<file path="config.mk">
export PLATFORM = sky130hd
export DESIGN_NAME = crc_framed_packet_receiver_core_flat
export DESIGN_NICKNAME = d
export VERILOG_FILES = /design/src/cfpr_pkg.sv /design/src/cfpr_rx_if.sv /design/src/cfpr_res_if.sv /design/src/crc_framed_packet_receiver_core.sv /design/src/flat_wrapper.sv
export SDC_FILE = /design/constraint.sdc
export NUM_CORES = 1
export LEC_CHECK = 0
export ABC_AREA = 1
export BUFFER_PORTS_ARGS = -buffer_cell sky130_fd_sc_hd__buf_2
export CAP_MARGIN = 10
export CORE_MARGIN = 2
export CORE_UTILIZATION = 64
export CTS_CLUSTER_DIAMETER = 150
export DETAILED_ROUTE_END_ITERATION = 8
export GPL_TIMING_DRIVEN = 0
export PLACE_DENSITY_LB_ADDON = 0.3
export SYNTH_ARGS = -nofsm -noshare
export SYNTH_HDL_FRONTEND = slang
export SYNTH_SLANG_ARGS = --single-unit
</file>
<file path="constraint.sdc">
create_clock -name clk -period 8.7 [get_ports clk]
set_input_delay 1.74 -clock clk [delete_from_list [all_inputs] [get_ports clk]]
set_output_delay 1.74 -clock clk [all_outputs]
set_load 0.05 [all_outputs]
</file>
<file path="src/cfpr_pkg.sv">
// ----------------------------------------------------------------------------
// cfpr_pkg - shared types and constants for the framed packet receiver
// frame delimiters, command codes, verdict and class codes, result word
// layout and the byte-wise crc16 update
// ----------------------------------------------------------------------------
package cfpr_pkg;

  localparam int unsigned BYTE_W = 8;
  localparam int unsigned CRC_W  = 16;

  localparam logic [BYTE_W-1:0] BYTE_START = 8'h02;
  localparam logic [BYTE_W-1:0] BYTE_END   = 8'h03;
  localparam logic [BYTE_W-1:0] CMD_VALUES = 8'h04;
  localparam logic [BYTE_W-1:0] CMD_IMU    = 8'h41;

  localparam logic [CRC_W-1:0] CRC_POLY = 16'h1021;
  localparam logic [CRC_W-1:0] CRC_TOP  = 16'h8000;

  localparam logic [BYTE_W-1:0] MAX_LEN_RESET = 8'd128;

  // result word kinds
  localparam logic KIND_PAYLOAD = 1'b0;
  localparam logic KIND_VERDICT = 1'b1;

  // verdict codes
  localparam logic [1:0] VERDICT_GOOD    = 2'd0;
  localparam logic [1:0] VERDICT_BAD_CRC = 2'd1;
  localparam logic [1:0] VERDICT_NO_END  = 2'd2;

  // frame class codes
  localparam logic [1:0] CLASS_VALUES = 2'd0;
  localparam logic [1:0] CLASS_IMU    = 2'd1;
  localparam logic [1:0] CLASS_OTHER  = 2'd2;

  typedef struct packed {
    logic              result_kind;
    logic [BYTE_W-1:0] data_byte;
    logic [BYTE_W-1:0] byte_index;
    logic [1:0]        verdict;
    logic [1:0]        frame_class;
    logic [BYTE_W-1:0] frame_length;
  } result_t;

  // crc16, msb first, one byte folded in with eight shift steps
  function automatic logic [CRC_W-1:0] crc_byte(input logic [CRC_W-1:0] crc_in,
                                                input logic [BYTE_W-1:0] b);
    logic [CRC_W-1:0] crc;
    crc = crc_in ^ {b, 8'h00};
    for (int k = 0; k < BYTE_W; k++) begin
      if ((crc & CRC_TOP) != '0) begin
        crc = {crc[CRC_W-2:0], 1'b0} ^ CRC_POLY;
      end else begin
        crc = {crc[CRC_W-2:0], 1'b0};
      end
    end
    return crc;
  endfunction

endpackage

</file>
<file path="src/cfpr_rx_if.sv">
// ----------------------------------------------------------------------------
// cfpr_rx_if - received byte channel
// valid/ready channel carrying one serial byte per word
// ----------------------------------------------------------------------------
interface cfpr_rx_if;
  logic                       valid;
  logic                       ready;
  logic [cfpr_pkg::BYTE_W-1:0] rx_byte;

  modport source (output valid, output rx_byte, input ready);
  modport sink   (input valid, input rx_byte, output ready);
endinterface

</file>
<file path="src/cfpr_res_if.sv">
// ----------------------------------------------------------------------------
// cfpr_res_if - result channel
// valid/ready channel carrying payload bytes and end-of-frame verdicts
// ----------------------------------------------------------------------------
interface cfpr_res_if;
  logic                        valid;
  logic                        ready;
  logic                        result_kind;
  logic [cfpr_pkg::BYTE_W-1:0] data_byte;
  logic [cfpr_pkg::BYTE_W-1:0] byte_index;
  logic [1:0]                  verdict;
  logic [1:0]                  frame_class;
  logic [cfpr_pkg::BYTE_W-1:0] frame_length;

  modport source (output valid, output result_kind, output data_byte,
                  output byte_index, output verdict, output frame_class,
                  output frame_length, input ready);
  modport sink   (input valid, input result_kind, input data_byte,
                  input byte_index, input verdict, input frame_class,
                  input frame_length, output ready);
endinterface

</file>
<file path="src/crc_framed_packet_receiver_core.sv">
// ----------------------------------------------------------------------------
// crc_framed_packet_receiver_core - stx/length/crc16/etx frame receiver
// hunts for frames in a byte stream, passes payload bytes on and closes
// each frame with a good / bad crc / missing end verdict
// ----------------------------------------------------------------------------
// usage
//   rx_chan carries one received byte per word. result_chan carries either a
//   payload byte with its index (result_kind 0) or an end-of-frame verdict
//   with frame class and length (result_kind 1). a consumer drops the payload
//   of a frame whose verdict is not good.
//   cfg_wr_en / cfg_wr_data write max_payload_len; only while idle.
// throughput
//   one byte is taken every cycle while the skid stage is empty. a result
//   word goes into the output register, or into the skid stage while
//   result_chan stalls. the frame parser and the eight-step crc update sit
//   between the state registers and the output register, so one pass per byte.
// stalls
//   the output register is backed by a one-word skid stage: rx_chan.ready
//   stays high while the skid stage is empty, so a byte is still taken while
//   a result waits. ready drops only when both stages hold words.
// reset
//   rst (synchronous) returns to hunting for the start byte, empties both
//   output stages and sets max_payload_len to 128.
// ----------------------------------------------------------------------------
module crc_framed_packet_receiver_core (
  input  logic                        clk,
  input  logic                        rst,
  input  logic                        cfg_wr_en,
  input  logic [cfpr_pkg::BYTE_W-1:0] cfg_wr_data,
  cfpr_rx_if.sink                     rx_chan,
  cfpr_res_if.source                  result_chan
);

  // one-hot parser phases
  typedef enum logic [5:0] {
    PH_HUNT    = 6'b000001,
    PH_LEN     = 6'b000010,
    PH_PAYLOAD = 6'b000100,
    PH_CRC_HI  = 6'b001000,
    PH_CRC_LO  = 6'b010000,
    PH_END     = 6'b100000
  } phase_t;

  // parser state
  phase_t                      phase, phase_next;
  logic [cfpr_pkg::BYTE_W-1:0] max_len;
  logic [cfpr_pkg::BYTE_W-1:0] payload_length, payload_length_next;
  logic [cfpr_pkg::BYTE_W-1:0] byte_count, byte_count_next;
  logic [cfpr_pkg::CRC_W-1:0]  running_crc, running_crc_next;
  logic [cfpr_pkg::CRC_W-1:0]  received_crc, received_crc_next;
  logic [cfpr_pkg::BYTE_W-1:0] command_byte, command_byte_next;

  // output register and skid stage
  logic              out_valid;
  cfpr_pkg::result_t out_word;
  logic              skid_valid;
  cfpr_pkg::result_t skid_word;

  logic                        fire;
  logic                        push;
  cfpr_pkg::result_t           new_word;
  logic [cfpr_pkg::BYTE_W-1:0] b;
  logic [cfpr_pkg::BYTE_W-1:0] count_inc;

  assign b         = rx_chan.rx_byte;
  assign fire      = rx_chan.valid && rx_chan.ready;
  assign count_inc = byte_count + 8'd1;

  // a new byte fits as long as the skid stage is free
  assign rx_chan.ready = !skid_valid;

  // frame parser, one byte per pass
  always_comb begin
    phase_next          = phase;
    payload_length_next = payload_length;
    byte_count_next     = byte_count;
    running_crc_next    = running_crc;
    received_crc_next   = received_crc;
    command_byte_next   = command_byte;
    push                = 1'b0;
    new_word            = '0;
    case (phase)
      PH_LEN: begin
        payload_length_next = b;
        byte_count_next     = '0;
        running_crc_next    = '0;
        // zero or oversize length: back to hunting
        phase_next = (b != '0 && b <= max_len) ? PH_PAYLOAD : PH_HUNT;
      end
      PH_PAYLOAD: begin
        if (byte_count == '0) begin
          command_byte_next = b;
        end
        running_crc_next     = cfpr_pkg::crc_byte(running_crc, b);
        push                 = 1'b1;
        new_word.result_kind = cfpr_pkg::KIND_PAYLOAD;
        new_word.data_byte   = b;
        new_word.byte_index  = byte_count;
        byte_count_next      = count_inc;
        if (count_inc == payload_length) begin
          phase_next = PH_CRC_HI;
        end
      end
      PH_CRC_HI: begin
        received_crc_next = {b, 8'h00};
        phase_next        = PH_CRC_LO;
      end
      PH_CRC_LO: begin
        received_crc_next = {received_crc[15:8], b};
        phase_next        = PH_END;
      end
      PH_END: begin
        push                 = 1'b1;
        new_word.result_kind = cfpr_pkg::KIND_VERDICT;
        // a wrong end byte wins over a crc mismatch
        if (b != cfpr_pkg::BYTE_END) begin
          new_word.verdict = cfpr_pkg::VERDICT_NO_END;
        end else if (received_crc != running_crc) begin
          new_word.verdict = cfpr_pkg::VERDICT_BAD_CRC;
        end else begin
          new_word.verdict = cfpr_pkg::VERDICT_GOOD;
        end
        if (command_byte == cfpr_pkg::CMD_VALUES) begin
          new_word.frame_class = cfpr_pkg::CLASS_VALUES;
        end else if (command_byte == cfpr_pkg::CMD_IMU) begin
          new_word.frame_class = cfpr_pkg::CLASS_IMU;
        end else begin
          new_word.frame_class = cfpr_pkg::CLASS_OTHER;
        end
        new_word.frame_length = payload_length;
        // the byte after the end position is looked at afresh
        phase_next = PH_HUNT;
      end
      default: begin
        // hunting: only a start byte opens a frame
        phase_next = (b == cfpr_pkg::BYTE_START) ? PH_LEN : PH_HUNT;
      end
    endcase
  end

  // parser state and limit register
  always_ff @(posedge clk) begin
    if (rst) begin
      phase          <= PH_HUNT;
      max_len        <= cfpr_pkg::MAX_LEN_RESET;
      payload_length <= '0;
      byte_count     <= '0;
      running_crc    <= '0;
      received_crc   <= '0;
      command_byte   <= '0;
    end else begin
      if (cfg_wr_en) begin
        max_len <= cfg_wr_data;
      end
      if (fire) begin
        phase          <= phase_next;
        payload_length <= payload_length_next;
        byte_count     <= byte_count_next;
        running_crc    <= running_crc_next;
        received_crc   <= received_crc_next;
        command_byte   <= command_byte_next;
      end
    end
  end

  // output register with skid stage behind it
  always_ff @(posedge clk) begin
    if (rst) begin
      out_valid  <= 1'b0;
      skid_valid <= 1'b0;
    end else if (!out_valid || result_chan.ready) begin
      if (skid_valid) begin
        // skid drains first; no byte is taken this cycle
        out_valid  <= 1'b1;
        skid_valid <= 1'b0;
      end else begin
        out_valid <= fire && push;
      end
    end else if (fire && push) begin
      skid_valid <= 1'b1;
    end
  end

  always_ff @(posedge clk) begin
    if (!out_valid || result_chan.ready) begin
      out_word <= skid_valid ? skid_word : new_word;
    end else if (fire && push) begin
      skid_word <= new_word;
    end
  end

  assign result_chan.valid        = out_valid;
  assign result_chan.result_kind  = out_word.result_kind;
  assign result_chan.data_byte    = out_word.data_byte;
  assign result_chan.byte_index   = out_word.byte_index;
  assign result_chan.verdict      = out_word.verdict;
  assign result_chan.frame_class  = out_word.frame_class;
  assign result_chan.frame_length = out_word.frame_length;

endmodule

</file>
<file path="src/flat_wrapper.sv">
// flat-port wrapper written by rule: the top's interface ports become plain ports
module crc_framed_packet_receiver_core_flat 
  (clk, rst, cfg_wr_en, cfg_wr_data, rx_chan_valid, rx_chan_rx_byte, rx_chan_ready, result_chan_valid, result_chan_result_kind, result_chan_data_byte, result_chan_byte_index, result_chan_verdict, result_chan_frame_class, result_chan_frame_length, result_chan_ready);
  cfpr_rx_if rx_chan_i ();
  cfpr_res_if result_chan_i ();
  input  logic clk;
  input  logic rst;
  input  logic cfg_wr_en;
  input  logic [cfpr_pkg::BYTE_W-1:0] cfg_wr_data;
  input wire logic [$bits(rx_chan_i.valid)-1:0] rx_chan_valid;
  input wire logic [$bits(rx_chan_i.rx_byte)-1:0] rx_chan_rx_byte;
  output wire logic [$bits(rx_chan_i.ready)-1:0] rx_chan_ready;
  output wire logic [$bits(result_chan_i.valid)-1:0] result_chan_valid;
  output wire logic [$bits(result_chan_i.result_kind)-1:0] result_chan_result_kind;
  output wire logic [$bits(result_chan_i.data_byte)-1:0] result_chan_data_byte;
  output wire logic [$bits(result_chan_i.byte_index)-1:0] result_chan_byte_index;
  output wire logic [$bits(result_chan_i.verdict)-1:0] result_chan_verdict;
  output wire logic [$bits(result_chan_i.frame_class)-1:0] result_chan_frame_class;
  output wire logic [$bits(result_chan_i.frame_length)-1:0] result_chan_frame_length;
  input wire logic [$bits(result_chan_i.ready)-1:0] result_chan_ready;
  assign rx_chan_i.valid = rx_chan_valid;
  assign rx_chan_i.rx_byte = rx_chan_rx_byte;
  assign rx_chan_ready = rx_chan_i.ready;
  assign result_chan_valid = result_chan_i.valid;
  assign result_chan_result_kind = result_chan_i.result_kind;
  assign result_chan_data_byte = result_chan_i.data_byte;
  assign result_chan_byte_index = result_chan_i.byte_index;
  assign result_chan_verdict = result_chan_i.verdict;
  assign result_chan_frame_class = result_chan_i.frame_class;
  assign result_chan_frame_length = result_chan_i.frame_length;
  assign result_chan_i.ready = result_chan_ready;
  crc_framed_packet_receiver_core u_core (.clk(clk), .rst(rst), .cfg_wr_en(cfg_wr_en), .cfg_wr_data(cfg_wr_data), .rx_chan(rx_chan_i), .result_chan(result_chan_i));
endmodule
</file>
* Yosys cells after proc, flatten, opt, wreduce, memory -nomap -nowiden *
Index checks and enable logic that the tools add are counted.

storage, ports and cells
  logic and storage cells = 98
  output and inout bits = 31
  register bits = 130

operators by class
  multiplexer cells = 32
  $lt $le $gt $ge = 1
  equal/unequal tests = 12
  reduce and logical (&&, ||, !) cells = 19
  add/sub/neg operators = 1
  bitwise logic cells = 11

operators by type and width
  operator                                              number
  2-to-1 mux 16 bit                                     8
  2-to-1 mux 13 bit                                     8
  one-hot mux 16 bit (2 select lines)                   2
  one-hot mux 6 bit (5 select lines)                    1
  2-to-1 mux 29 bit                                     1
  NOT 3 bit                                             8
  != test 16 bit                                        1
  one-hot mux 8 bit (2 select lines)                    1
  XOR 16 bit                                            1
  2-to-1 mux 12 bit                                     1
  AND reduction 2 bit                                   5
  adder 8 x 1 -> 8 bit (second input constant)          1
  equality test 8 x 2 -> 1 bit (second input constant)  1
  equality test 8 x 3 -> 1 bit (second input constant)  1
  equality test 8 x 7 -> 1 bit (second input constant)  1
  equality test 8 bit                                   1
  less-or-equal comparator 8 bit                        1
  logical NOT 8 bit                                     1
  2-to-1 mux 2 bit                                      4
  != test 8 x 2 -> 1 bit (second input constant)        1
  nonzero test 8 bit                                    1
  equality test 6 x 2 -> 1 bit (second input constant)  1
  equality test 6 x 3 -> 1 bit (second input constant)  1
  equality test 6 x 4 -> 1 bit (second input constant)  1
  other kinds (13)                                      23

* Longest topological paths before layout *
Gate-level depths: netlist of the first run.

  depth after elaboration = 25
  depth in mapped cells = 14

* Worst setup path before layout of the first run *
No wires, ideal clock.

  kind = input to register
  from = in result_chan_ready
  to = reg u_core.skid_word[0] in the netlist's numbering (enable)
  slack = 4.495 ns
  data required time = 8.285 ns
  path buffers = 0
  setup time = 0.415 ns
  stages = 3
  data arrival time = 3.791 ns
  path through = inv_1 nand2_1 nor2_1

on the way
  word-level cells in the longest chain between the ends = 3

ends and longest elaborated chain
  element                               RTL line                                text
  start, declared                       flat_wrapper.sv:20                      input wire logic [$bits(result_chan_i.ready)-1:0] result_chan_ready;
  logical OR 1 bit                      crc_framed_packet_receiver_core.sv:185  if (!out_valid || result_chan.ready) begin
  NOT 1 bit (no source line)            --
  AND reduction 2 bit (no source line)  --
  end signal, assigned                  crc_framed_packet_receiver_core.sv:188  skid_word <= new_word;
  end, declared                         crc_framed_packet_receiver_core.sv:57   cfpr_pkg::result_t skid_word;

Every way passes these cells.
A chain may end at the register's enable or synchronous reset.

* Worst setup path after layout of the first run *
  from = reg u_core.skid_valid
  to = out rx_chan_ready

on the way
  word-level cells in the longest chain between the ends = 1

ends and longest elaborated chain
  element                 RTL line                                text
  start, declared         crc_framed_packet_receiver_core.sv:56   logic skid_valid;
  start signal, assigned  crc_framed_packet_receiver_core.sv:170  skid_valid <= 1'b0;
  start signal, assigned  crc_framed_packet_receiver_core.sv:175  skid_valid <= 1'b0;
  start signal, assigned  crc_framed_packet_receiver_core.sv:180  skid_valid <= 1'b1;
  logical NOT 1 bit       crc_framed_packet_receiver_core.sv:70   assign rx_chan.ready = !skid_valid;
  end, declared           flat_wrapper.sv:12                      output wire logic [$bits(rx_chan_i.ready)-1:0] rx_chan_ready;

Every way passes these cells.

==> PnR_summary.wiki, run 1 <==
{| class="wikitable"
! Metric !! Value
|-
| Slowest Stage Delay on Critical Path || 0.39 ns
|-
| Detailed-route DRC error count || 0
|-
| Non-filler instance count after layout || 891
|-
| Number of enable-type register cells in the synthesized netlist || between 50 and 60
|-
| Number of global-route vias before repair || roughly 4900
|-
| Pwr/cell area || 197 nW/um^2
|-
| Final min period || 3.50 ns
|-
| Post-synthesis async set-or-reset flop share || 0
|-
| Worst min-delay path startpoint || u_core.max_len[4]$_SDFFE_PP0P_
|-
| Clock insertion delay at the later pin of the skew report || 0.54 ns
|-
| Pin slew with the least headroom to its limit || 0.731 ns
|-
| Largest driver fanout on the critical path || 10
|-
| Setup slack, reg-to-reg || 6.53 ns
|-
| Share of layout cells above drive strength 1 || 0.145
|-
| Endpoint class of the critical path || primary output
|-
| Count of TritonRoute iterations in the first routing pass || 7
|-
| Post-synthesis instance area || 5960 sq um
|-
| Residual overflow from global routing || 0
|-
| Routability Congestion || about 0.89
|-
| Worst Path Arrival || 1.76 ns
|-
| Placed wire-length estimate after detailed placement || ~10000 um
|-
| H-Tree Level Count || 4
|-
| WL/cell || approximately 16 um
|-
| Fraction of the cycle the final worst path needs || 0.403
|-
| Hold slack final || 0.465 ns
|-
| Number of post-CTS setup repair buffers || 0
|-
| Leading cell types by total area after synthesis || edfxtp_1 29%, dfxtp_1 24%, nand2_1 12%
|-
| Startpoint-to-endpoint class of the critical path || flop to primary output
|-
| Total number of vias || 5075
|-
| Setup TNS || 0 ns
|-
| Hold Buf Count CTS || 0
|-
| Dominant synthesized flop cell || dfxtp_1
|-
| Storage cell area || about 3200 sq um
|-
| R2r startpoint || u_core.phase[0]$_SDFFE_PP1P_
|-
| Upper clock frequency limit || 285 MHz
|-
| Switching share of total power || 0.223
|-
| Die Span X || 100 um
|-
| Tot GR Track Use || 0.303
|-
| Most common cell after layout, fill and taps aside || nand2_1
|-
| Initial antenna violation count || 0
|-
| Bufs and invs on worst path || 3
|-
| Leakage dissipation || 2.97 nW
|-
| Number of clock sinks seen by CTS || 130
|-
| Total of buffers placed on input and output ports || 50
|-
| Number of gates resized after cts || 0
|-
| Clock tree from TritonCTS || done
|-
| Unrepaired setup endpoints after global routing || no
|-
| Remaining antenna violation count after routing || 0
|-
| CP delay by family, top || buffers and inverters
|-
| Total area of multi-input combinational cells || 2450 sq um
|-
| Yosys warning count || 0
|-
| Final hold vios || 0
|-
| Post-synth cell types || 36
|-
| Internal power || 1.06 mW
|-
| Total Nets Final || around 800
|-
| Std cell rows || 35
|-
| CTS clock-pin slew for the worst setup and hold paths || around 0.06 ns
|-
| Share of the core filled with cells || 0.757
|-
| Startpoint kind of the worst setup timing path || flop
|-
| Setup violations, final || 0
|-
| Syn_nets || 728
|-
| Die Y || 100 um
|-
| Switching component of the power || 0.304 mW
|-
| Relative contribution of combinational cells to total power || 0.042
|-
| Full die area || 10100 sq um
|-
| Hold Crit Depth || 2
|-
| Largest net degree at the start of global routing || 33
|-
| Reg-to-Reg End || u_core.skid_word[24]$_DFFE_PP_
|-
| Relative slew slack || 0.511
|-
| Ant diodes || 0
|-
| Fill cell count || 629
|-
| Root buffer cell || clkbuf_8
|-
| Number of design-rule violations left by the first detailed-router iteration || ~360
|-
| Critical-path top delay cell || dfxtp_1
|-
| Power share of the sequential group || 0.467
|-
| Worst vdd ir || 0.134 mV
|-
| Most frequent cells in the layout || 191 x nand2_1, 72 x dfxtp_1, 60 x a21oi_1
|-
| Capture endpoint of the worst hold path || u_core.max_len[4]$_SDFFE_PP0P_
|-
| Status || completed
|-
| Synth Area per Inst || 8.55 sq um
|-
| Largest clock skew in the final design || 0.00767 ns
|-
| Synthesized netlist cell count || 697
|-
| Deepest clock path buffer count || 2
|-
| Final Power || ~1.4 mW
|-
| Clock network fraction of design power || 0.491
|-
| Clock buffers created by TritonCTS || 17
|-
| Post-detailed-routing wire length || 14400 um
|-
| Worst reg2reg path depth || 8
|-
| Seq/Total Area, Yosys || 0.534
|-
| Effective utilization at floorplan || 0.651
|-
| Ports placed on the boundary || 52
|-
| Crit-path cells || inv_2 > clkbuf_1 > buf_2
|-
| Share of the synthesized area in the top cell type || 0.292
|-
| Synth-to-Final Area Change || 16.2%
|-
| Required time of the critical path || 6.96 ns
|-
| First-pass GRT wire length || 23200 um
|-
| Max-slew violation count || 0
|-
| Floorplan core area || 9150 sq um
|-
| Path type of the worst min-delay path || flop to flop
|-
| Placed cell count || 859
|-
| Maxcap violations || 0
|-
| Vias per cell || 5.70
|-
| Largest area contributor in the synthesized netlist || edfxtp_1
|-
| Synthesized flop and latch total || 130
|}
stage by stage:
step | setup slack (ns) | cell area [sq um]
floorplan | 4.49 | 5960
global placement | 3.63 | 6350
detailed placement | 4.58 | 6370
CTS | 5.12 | 6920
global route | 5.12 | 6930
finish | 5.20 | 6930
metal layers:
layer	global-route usage	wire length, um	share of wire	up-vias
met2	0.514	7080	0.49	234
met5	0	0	0	-
met1	0.357	5760	0.40	2353
met4	0.151	564	0.039	0
met3	0.0791	978	0.068	53
li1	-	-	-	2435
how the worst max path moves through the flow:
stage,startpoint,end,cells after the start
2_1_floorplan,result_chan_ready,u_core.skid_word[0]$_DFFE_PP_,3
3_3_place_gp,result_chan_ready,u_core.skid_word[24]$_DFFE_PP_,4
3_5_place_dp,result_chan_ready,u_core.skid_word[25]$_DFFE_PP_,5
4_1_cts,result_chan_ready,u_core.skid_word[24]$_DFFE_PP_,5
5_1_grt,u_core.skid_valid$_SDFFE_PP0P_,rx_chan_ready,3
6_report,u_core.skid_valid$_SDFFE_PP0P_,rx_chan_ready,3
cell families after synthesis:
| kind of cell | after synthesis | synth area share |
|---|---|---|
| simple gates | 317 | 0.227 |
| compound gates | 119 | 0.109 |
| fa+ha+maj | 10 | 0.0210 |
| xor+xnor | 36 | 0.0529 |
| buf+inv | 85 | 0.0563 |
| flops | 130 | 0.534 |
state kept, by name, indices dropped and copies added, names as in the netlist:
signal,cells
u_core.payload_length,8
u_core.result_chan.result_kind,1
u_core.phase,6
u_core.max_len,8
u_core.result_chan.valid,1
u_core.result_chan.frame_length,8
u_core.byte_count,8
u_core.skid_valid,1
u_core.result_chan.byte_index,8
u_core.result_chan.frame_class,2
u_core.command_byte,8
u_core.result_chan.data_byte,8
u_core.received_crc,16
u_core.result_chan.verdict,2
u_core.running_crc,16
u_core.skid_word,29
cells in the mapped netlist (all sizes together), types with 8 or more instances:
library cell and instances:
inv 60, ha 10, nor2 65, nand2 196
dfxtp 72, a21oi 63, edfxtp 58, nand3 42
xnor2 28, xor2 8, o21ai 42, clkbuf 17
power groups by stage:
stage               registers (mW)  logic [mW]  clock network [mW]
floorplan                    0.651      0.0354                   0
finish                       0.639      0.0575               0.670
CTS                          0.639      0.0563               0.674
global route                 0.639      0.0632               0.699
global placement             0.651      0.0539                   0
detailed placement           0.651      0.0556                   0
layout make-up:
class / instances / share of cell area
sequential: 130 / 0.460
multi-input combinational: 482 / 0.353
clock buffer: 19 / 0.0609
timing repair buffer: 51 / 0.0383
inverter: 61 / 0.0331
tap: 111 / 0.0201
clock inverter: 13 / 0.0197
buffer: 24 / 0.0154
tightest hold or removal path: stages (launching register included):
cell,delay (ns)
dfxtp_1,0.29
inv_1,0.06
a21oi_1,0.06
Power figures use the tool's default switching activity.
==> run 2: changes to the inputs <==
--- a/config.mk
+++ b/config.mk
@@ -5,11 +5,11 @@
 export SDC_FILE = /design/constraint.sdc
 export NUM_CORES = 1
 export LEC_CHECK = 0
-export ABC_AREA = 1
+export ABC_AREA = 0
 export BUFFER_PORTS_ARGS = -buffer_cell sky130_fd_sc_hd__buf_2
 export CAP_MARGIN = 10
 export CORE_MARGIN = 2
-export CORE_UTILIZATION = 64
+export CORE_UTILIZATION = 54
 export CTS_CLUSTER_DIAMETER = 150
 export DETAILED_ROUTE_END_ITERATION = 8
 export GPL_TIMING_DRIVEN = 0
==> constraint.sdc (replaced) <==
create_clock -name clk -period 2.9 [get_ports clk]
set_input_delay 0.58 -clock clk [delete_from_list [all_inputs] [get_ports clk]]
set_output_delay 0.58 -clock clk [all_outputs]
set_load 0.05 [all_outputs]
==> run 2 against run 1 <==
Effect of this change: sequential power increased to 3.0 times the previous value; sequential share of layout area down 1.7 points; synthesized area is 1.5% higher; synthesized cell count fell by 18%; largest cell class unchanged; register-to-register slack worse by 6.1 ns; setup slack got worse by 4.8 ns; largest power group unchanged; routed wire length fell by 4.1%; global-route usage shrank 5.8 points.
==> PnR_summary.wiki, run 2 <==
{| class="wikitable"
! Metric !! Value
|-
| Synth-to-Final Area Change || 18.8%
|-
| Layout Cell Area excl Fill || 7190 sq um
|-
| Startpoint kind of the worst setup timing path || flop
|-
| Largest regs || u_core.skid_word x29, u_core.received_crc x16, u_core.running_crc x16
|-
| Relative contribution of combinational cells to total power || 0.036
|-
| Post-synth cell types || slightly above 60
|-
| Largest register FFs || 29
|-
| Ant diodes || 0
|-
| Most frequent cells in the layout || 72 x dfxtp_1, 58 x edfxtp_1, 55 x nor2_1, 55 x buf_2, 45 x nand2_1
|-
| Deepest clock path buffer count || 2
|-
| Final Power || 4.33 mW
|-
| Setup violations, final || 0
|-
| Total number of vias || 4560
|-
| Clock tree from TritonCTS || done
|-
| Area of placed instances || ~6500 sq um
|-
| Internal power || approximately 3.4 mW
|-
| Worst Path Arrival || 1.91 ns
|-
| Total Nets Final || 672
|-
| Residual overflow from global routing || 0
|-
| Leading post-synthesis cells by instance count || 72 x dfxtp_1, 58 x edfxtp_1, 55 x nor2_1, 45 x nand2_1, 42 x a21oi_1
|-
| Leakage dissipation || between 2 and 3 nW
|-
| Largest area contributor in the synthesized netlist || edfxtp_1
|-
| Slack of the critical path || 0.414 ns
|-
| H-Tree Level Count || 4
|-
| Die Span X || 110 um
|-
| Largest net degree at the start of global routing || 20
|-
| Largest family of logic cells by synthesized area || simple AND/OR/NAND/NOR gates
|-
| Required time of the critical path || ~2.3 ns
|-
| Biggest register || u_core.skid_word
|-
| Endpoint class of the critical path || primary output
|-
| Vias per cell || roughly 5.7
|-
| Synthesized netlist cell count || between 500 and 600
|-
| Post-synthesis mux area share || 0.0860
|-
| Placed cell count || roughly 760
|-
| Ports placed on the boundary || 52
|-
| Final hold vios || 0
|-
| Floorplan core area || around 11000 sq um
|-
| Path type of the worst min-delay path || primary input to flop
|-
| Power share of the sequential group || 0.441
|-
| Unrepaired setup endpoints after global routing || no
|-
| Full die area || 12100 sq um
|-
| First-pass GRT wire length || 22000 um
|-
| Upper clock frequency limit || 402 MHz
|-
| Initial antenna violation count || 0
|-
| Pin slew with the least headroom to its limit || between 0.9 and 1 ns
|-
| Status || completed
|-
| Clock network fraction of design power || 0.524
|-
| Hold Buf Count CTS || 0
|-
| Routability Congestion || 0.867
|-
| Tot GR Track Use || 0.245
|-
| Total of buffers placed on input and output ports || 49
|-
| Synth Area per Inst || 10.6 sq um
|-
| Number of enable-type register cells in the synthesized netlist || 58
|-
| Count of TritonRoute iterations in the first routing pass || 5
|-
| Worst vdd ir || approximately 0.34 mV
|-
| Number of clock sinks seen by CTS || 130
|-
| Leading cell types by total area after synthesis || edfxtp_1 29%, dfxtp_1 24%, xnor2_1 4.5%
|-
| Effective utilization at floorplan || 0.556
|-
| Dominant synthesized flop cell || dfxtp_1
|-
| Most frequently used cell type in the post-synthesis netlist || dfxtp_1
|-
| Clock insertion delay at the later pin of the skew report || 0.52 ns
|-
| Number of gates resized after cts || 0
|-
| Compound-Gate Fraction of Synth Area || 0.0858
|-
| Simple-gate area share of the yosys netlist || 0.173
|-
| Share of layout cells above drive strength 1 || 0.202
|-
| Share of the core filled with cells || 0.660
|-
| Root buffer cell || clkbuf_8
|-
| Largest clock skew in the final design || 0.00859 ns
|-
| WL/cell || about 17 um
|-
| Pwr/cell area || approximately 600 nW/um^2
|-
| Post-synthesis instance area || between 6000 and 7000 sq um
|-
| Seq/Total Area, Yosys || 0.526
|-
| Most common cell after layout, fill and taps aside || dfxtp_1
|-
| Maxcap violations || 0
|-
| Synthesized flop and latch total || 130
|-
| Switching share of total power || 0.208
|-
| Adder-cell share of the synthesized area || 0.0207
|-
| Std cell rows || 38
|-
| Yosys warning count || 0
|-
| Die Y || ~110 um
|-
| Startpoint-to-endpoint class of the critical path || flop to primary output
|-
| Final min period || 2.49 ns
|-
| Detailed-route DRC error count || 0
|-
| Number of post-CTS setup repair buffers || 0
|-
| Setup TNS || 0 ns
|-
| Largest driver fanout on the critical path || 10
|-
| Post-synthesis async set-or-reset flop share || 0
|-
| Hold slack final || between 0.2 and 0.3 ns
|-
| Max-slew violation count || 0
|-
| Post-Place Setup Slack || approximately 0.11 ns
|-
| Relative slew slack || 0.380
|-
| Share of the synthesized area in the top cell type || 0.288
|-
| Number of global-route vias before repair || roughly 4300
|-
| Post-detailed-routing wire length || 13800 um
|-
| Syn_nets || 602
|-
| Fraction of the cycle the final worst path needs || 0.857
|-
| CTS clock-pin slew for the worst setup and hold paths || about 0.06 ns
|-
| Non-filler instance count after layout || 794
|-
| Clock buffers created by TritonCTS || 17
|-
| Switching component of the power || around 0.9 mW
|-
| Remaining antenna violation count after routing || 0
|-
| Fraction of synthesized cell area in xor and xnor cells || 0.0724
|-
| Placed wire-length estimate after detailed placement || between 9000 and 10000 um
|-
| Number of design-rule violations left by the first detailed-router iteration || 310
|}
-- run 2: cell count changes after synthesis, moves of 5 or more --
cell,delta
clkbuf_1,+6
mux2i_1,+25
o21ai_0,-37
mux2_2,+24
nand2_1,-147
a21oi_1,-18
inv_1,-42
xor2_1,+11
o31ai_1,+5
a22oi_1,+10
nor3_1,+9
nand3_1,-12
and2_1,+22
-- run 2: path summary, 6_finish.rpt --
kind / start / endpoint / cells after the start / slack [ns]
setup / recovery: u_core.skid_valid$_SDFFE_PP0P_ / rx_chan_ready / 3 / 0.41
hold reg to reg: u_core.received_crc[3]$_SDFFE_PP0P_ / u_core.received_crc[3]$_SDFFE_PP0P_ / 2 / 0.48
setup reg to reg: u_core.phase[0]$_SDFFE_PP1P_ / u_core.skid_word[2]$_DFFE_PP_ / 5 / 0.43
hold / removal: cfg_wr_data[7] / u_core.max_len[7]$_SDFFE_PP1P_ / 3 / 0.29
-- run 2: kinds of logic (layout without fill, tap and decap cells) --
kind of cell             Yosys count  count (layout)
AO/OA/AOI/OAI                     83              83
XOR/XNOR                          50              50
adder cells (fa/ha/maj)           10              10
buffers and inverters             50             133
flip-flops                       130             130
multiplexers                      49              49
AND/OR/NAND/NOR                  199             199
-- run 2: worst max-delay path: stages, from the launching register on --
cell and delay (ns):
dfxtp_1 0.34, clkinv_1 0.17, buf_1 0.50, buf_2 0.37
-- run 2: cell type report --
type | instances | area [sq um]
inverter | 15 | 56.3
multi-input combinational | 391 | 2660
fill | 837 | 3700
buffer | 35 | 161
tap | 140 | 175
clock buffer | 24 | 539
sequential | 130 | 3180
timing repair buffer | 51 | 300
clock inverter | 8 | 109
-- run 2: layer usage --
| layer | vias to the layer above | routed length [um] | global-route usage |
|---|---|---|---|
| li1 | 2179 | - | - |
| met1 | 2202 | 5810 | 0.310 |
| met2 | 159 | 6880 | 0.408 |
| met3 | 20 | 866 | 0.0557 |
| met4 | 0 | 241 | 0.0895 |
| met5 | - | 0 | 0 |
-- run 2: power by group through the flow --
stage                     logic (mW)  registers [mW]  clock network (mW)
final                          0.154            1.91                2.27
after global routing           0.170            1.91                2.37
after CTS                      0.153            1.91                2.29
after detailed placement       0.152            1.95                   0
after global placement         0.147            1.95                   0
after floorplan               0.0942            1.95                   0
